### config.mk
export PLATFORM = sky130hd
export DESIGN_NAME = bfsmf_vtx_mem
export DESIGN_NICKNAME = d
export VERILOG_FILES = /design/src/bfs_augmenting_max_flow_unit_assert.svh /design/src/bfsmf_pkg.sv /design/src/bfsmf_vtx_mem.sv
export SDC_FILE = /design/constraint.sdc
export NUM_CORES = 1
export LEC_CHECK = 0
export ABC_CLOCK_PERIOD_IN_PS = 2400
export BUFFER_PORTS_ARGS = -buffer_cell sky130_fd_sc_hd__buf_2
export CELL_PAD_IN_SITES_DETAIL_PLACEMENT = 1
export CELL_PAD_IN_SITES_GLOBAL_PLACEMENT = 1
export CORE_MARGIN = 2
export CORE_UTILIZATION = 56
export DETAILED_ROUTE_END_ITERATION = 12
export GPL_TIMING_DRIVEN = 0
export PLACE_DENSITY_LB_ADDON = 0.1
export SYNTH_ARGS = -nofsm -noshare
export SYNTH_HDL_FRONTEND = slang
export SYNTH_SLANG_ARGS = --single-unit
### constraint.sdc
create_clock -name clk -period 2.4 [get_ports clk]
set_input_delay 0.36 -clock clk [delete_from_list [all_inputs] [get_ports clk]]
set_output_delay 0.36 -clock clk [all_outputs]
set_load 0.05 [all_outputs]
### src/bfs_augmenting_max_flow_unit_assert.svh
// ----------------------------------------------------------------------------
// Assertion macros for the max-flow unit
// Concurrent checks clocked on clk, disabled while rst_n is low.
// ----------------------------------------------------------------------------
`ifndef BFS_AUGMENTING_MAX_FLOW_UNIT_ASSERT_SVH
`define BFS_AUGMENTING_MAX_FLOW_UNIT_ASSERT_SVH

// condition holds at every edge out of reset
`define BFSMF_ASSERT(label, cond) \
  label: assert property (@(posedge clk) disable iff (!rst_n) (cond)) \
    else $error("check failed");

// antecedent implies consequent in the next cycle
`define BFSMF_ASSERT_NEXT(label, ante, cons) \
  label: assert property (@(posedge clk) disable iff (!rst_n) (ante) |=> (cons)) \
    else $error("check failed");

`endif

### src/bfsmf_pkg.sv
// ----------------------------------------------------------------------------
// bfsmf_pkg
// Shared types and codes of the max-flow unit.
// ----------------------------------------------------------------------------
package bfsmf_pkg;

  localparam logic [1:0] FUNC_ADD   = 2'd0;
  localparam logic [1:0] FUNC_SOLVE = 2'd1;
  localparam logic [1:0] FUNC_CLEAR = 2'd2;

  localparam logic CFG_SOURCE = 1'b0;
  localparam logic CFG_SINK   = 1'b1;

  localparam logic KIND_FLOW  = 1'b0;
  localparam logic KIND_ERROR = 1'b1;

  typedef struct packed {
    logic [5:0]        tail;
    logic [5:0]        head;
    logic [7:0]        cap;
    logic signed [8:0] flow;
  } edge_entry_t;

endpackage

### src/bfsmf_vtx_mem.sv
// ----------------------------------------------------------------------------
// bfsmf_vtx_mem
// Per-vertex visit mark and parent entry, plus the search queue.
// ----------------------------------------------------------------------------
module bfsmf_vtx_mem
  import bfsmf_pkg::*;
#(
  parameter int DEPTH = 64,
  parameter int VW    = 6,
  parameter int EW    = 9
) (
  input  logic          clk,
  input  logic          v_we,
  input  logic [VW-1:0] v_waddr,
  input  logic          v_wvis,
  input  logic [EW-1:0] v_wpar,
  input  logic [VW-1:0] v_raddr,
  output logic          v_rvis,
  output logic [EW-1:0] v_rpar,
  input  logic          q_we,
  input  logic [VW-1:0] q_waddr,
  input  logic [5:0]    q_wdata,
  input  logic [VW-1:0] q_raddr,
  output logic [5:0]    q_rdata
);

  logic [EW:0] vmem [DEPTH];
  logic [5:0]  qmem [DEPTH];

  always_ff @(posedge clk) begin
    if (v_we) begin
      vmem[v_waddr] <= {v_wvis, v_wpar};
    end
    {v_rvis, v_rpar} <= vmem[v_raddr];
  end

  always_ff @(posedge clk) begin
    if (q_we) begin
      qmem[q_waddr] <= q_wdata;
    end
    q_rdata <= qmem[q_raddr];
  end

endmodule

==> results.md <==
* Area of the die at 0.0736 mm²
* Top routing layer used: met5
* Slew HR at 0.0898
* Wl on met1 at 38000 µm
* Peak VDD IR at 693 µV
* Largest net degree at the start of global routing at 65
* Routability cong. at 0.903
* Layout area overhead at 12.2%
* Fillcell total at 5774
* Violated checks: setup timing
* Kind of critical path: in2reg
* CTS H-Tree Depth at 3
* Fmax at 400 MHz
* Clk_skew at 0.0230 ns
* Number of enable-type register cells in the synthesized netlist at 1024
* IO Pins at 59
* Top-count cell post-synth: edfxtp_1
* Chip height at 271 µm
* Worst Hold Class: in2reg
* DR iter-0 viols at 1998
* Syn nets at 1914
* Clock slew at reported path FFs at 0.07 ns
* WL met3 at 6400 µm
* Core area at 0.0711 mm²
* Initial antenna violation count at 1
* Most used DFF post-synth: edfxtp_1
* Post-placement setup slack at -0.775 ns
* Worst reg2reg startpoint: vmem[4][1]
* Mapped Area at 0.0400 mm²
* Worst endpoint required time at 2.70 ns
* FF+latch count, synth at 1040
* Ratio of cells with drive above 1 in the final layout at 0.247
* Worst hold slack at 0.0995 ns
* Critical Path Sink Type: register
* WHS Endpoint: q_rdata[2]
* Fin crit share at 1.04
* Routed Antenna Nets at 0
* Synth cell count leaders: edfxtp_1 (1024), mux4_2 (253), nor2_1 (145)
* WP data arrival at 2.80 ns
* Overflow after GRT at 0
* RSZ-0062 raised after global routing: true
* Final wirelength at 102000 µm
* Worst R2R End: v_rpar[1]
* Netlist cell types at 48
* Area of the multi-input gates at 0.00838 mm²
* Area contributors post-synth: edfxtp_1 (77%), mux4_2 (14%), nor2_1 (1.4%)
* Row cnt at 98
* Static Leakage at 14.0 nW
* Reg2Reg Setup Slack at 0.23 ns
* Synth Warn # at 0
* Crit-path max FO at 10
* Final Util at 0.632
* First-pass GRT wire length at 149000 µm
* WL met2 at 51600 µm
* Final net count at 2067
* Fin. Hold Viols at 0
* Input/output buffers at 45
* Vias at 19800
* HP Start: q_raddr[5]
* Wire per inst at 33.1 µm
* Root Buffer: clkbuf_16
* Max Cap Viol at 0
* Post-synth top area share at 0.768
* Largest area contributor in the netlist: edfxtp_1
* Post-route DRC at 0
* WHS Path Cells at 3
* Number of buffers created by CTS at 104
* Clock Latency Late Sink at 0.69 ns
* Crit path launch type: input pin
* Cells on worst reg2reg path at 5
* TritonCTS clock tree: built
* Setup ws final at -0.0972 ns
* Starting density of the core at 0.563
* Post-synthesis sequential area ratio at 0.776
* Die X at 271 µm
* Clk buf depth at 3
* Gate Count Post-Synth at 1871
* Via/cell ratio at 6.48
* Clock sink total at 1040
* Dpl hpwl at 65200 µm
* Total track usage at 0.283
* Status: complete, but fails checks
* Number of global-route vias before repair at 21400
* Placed cell count at 2868
* Final critical path time including I/O delays and setup at 2.50 ns
* Post-synth ARST share at 0
* Drt pass-1 iters at 5
* Final Setup Violations at 59
* Antenna diodes at 0
* Mean post-synth cell area at 21.4 µm²
* Pins Over Slew Limit at 0
* Pwr per Cell Area at 858 mW/mm²
* Layout Cells excl Fill at 3062
* Sequential Area at 0.0311 mm²
* Tightest Pin Transition at 1.37 ns
## critical path, cell delays in order
cell and delay (ns):
buf_2 0.12, clkbuf_1 0.46, nand4_1 0.77, nor2_1 1.08
## registers in the layout, summed over array words and instances, names as in the netlist
register  count
v_rpar        9
qmem        384
q_rdata       6
v_rvis        1
vmem        640
## layout make-up
type / instances / share of cell area
tap: 950 / 0.0265
sequential: 1040 / 0.692
inverter: 3 / 0.000251
clock inverter: 69 / 0.0159
multi-input combinational: 725 / 0.186
buffer: 103 / 0.0131
timing repair buffer: 47 / 0.00543
clock buffer: 125 / 0.0606
## per-stage QoR
| step | power, mW | TNS (ns) | instance area [µm²] |
|---|---|---|---|
| global placement | 22.5 | -113.53 | 41400 |
| CTS | 38.8 | 0 | 44900 |
| global route | 39.5 | -1.43 | 44900 |
| finish | 38.6 | -2.25 | 44900 |
| detailed placement | 22.6 | -176.59 | 41500 |
| floorplan | 21.7 | 0 | 40000 |
## cell families (layout without fill, tap and decap cells)
family | after synthesis | after routing | share of synthesized area
AOI/OAI and AO/OA | 153 | 153 | 0.0267
buffers and inverters | 106 | 347 | 0.0150
DFF | 1040 | 1040 | 0.776
muxes | 273 | 273 | 0.149
and+or+nand+nor | 299 | 299 | 0.0331
## worst max-delay path by stage
stage / from / to / depth (start not counted)
floorplan: v_waddr[5] / vmem[18][0] / 4
global placement: v_raddr[1] / v_rpar[3] / 6
detailed placement: v_raddr[1] / v_rpar[2] / 6
CTS: v_waddr[2] / vmem[7][1] / 4
global route: v_waddr[2] / vmem[15][7] / 4
finish: v_waddr[0] / vmem[55][9] / 4
## layer usage
layer / up-vias / global-route usage
li1: 8154 / -
met1: 10500 / 0.366
met2: 882 / 0.475
met3: 254 / 0.0418
met4: 2 / 0.142
met5: - / 0
## layout by cell type, fill, tap and decap left out, drive strengths merged, types with 2 or more instances in the layout
cell type / Yosys / routed
a211oi: 12 / 12
a21oi: 7 / 7
a22o: 11 / 11
a22oi: 14 / 14
a31oi: 22 / 22
and2: 7 / 7
and3: 4 / 4
buf: 58 / 105
bufinv: 0 / 12
clkbuf: 45 / 170
clkinv: 0 / 51
clkinvlp: 0 / 3
dfxtp: 16 / 16
edfxtp: 1024 / 1024
inv: 3 / 6
mux2: 3 / 3
mux2i: 14 / 14
mux4: 256 / 256
nand2: 57 / 57
nand2b: 7 / 7
nand3: 32 / 32
nand3b: 7 / 7
nand4: 3 / 3
nor2: 145 / 145
nor2b: 11 / 11
nor3: 14 / 14
nor4: 2 / 2
o21ai: 23 / 23
o221ai: 25 / 25
o22ai: 31 / 31
or2: 4 / 4
or3: 2 / 2
## repair_timing
item,CTS,global route
buffers inserted,0,0
resized for setup,1,5
cloned,0,0
endpoints found under the setup margin,3,62
hold buffers,0,0
## report_power, final
part | switching (mW) | total [mW] | internal, mW
Clock | 6.91 | 16.3 | 9.40
Combinational | 1.42 | 2.08 | 0.667
Sequential | 0.0429 | 20.2 | 20.1
Total | 8.37 | 38.6 | 30.2
No activity file was read; power rests on OpenSTA's default activity.
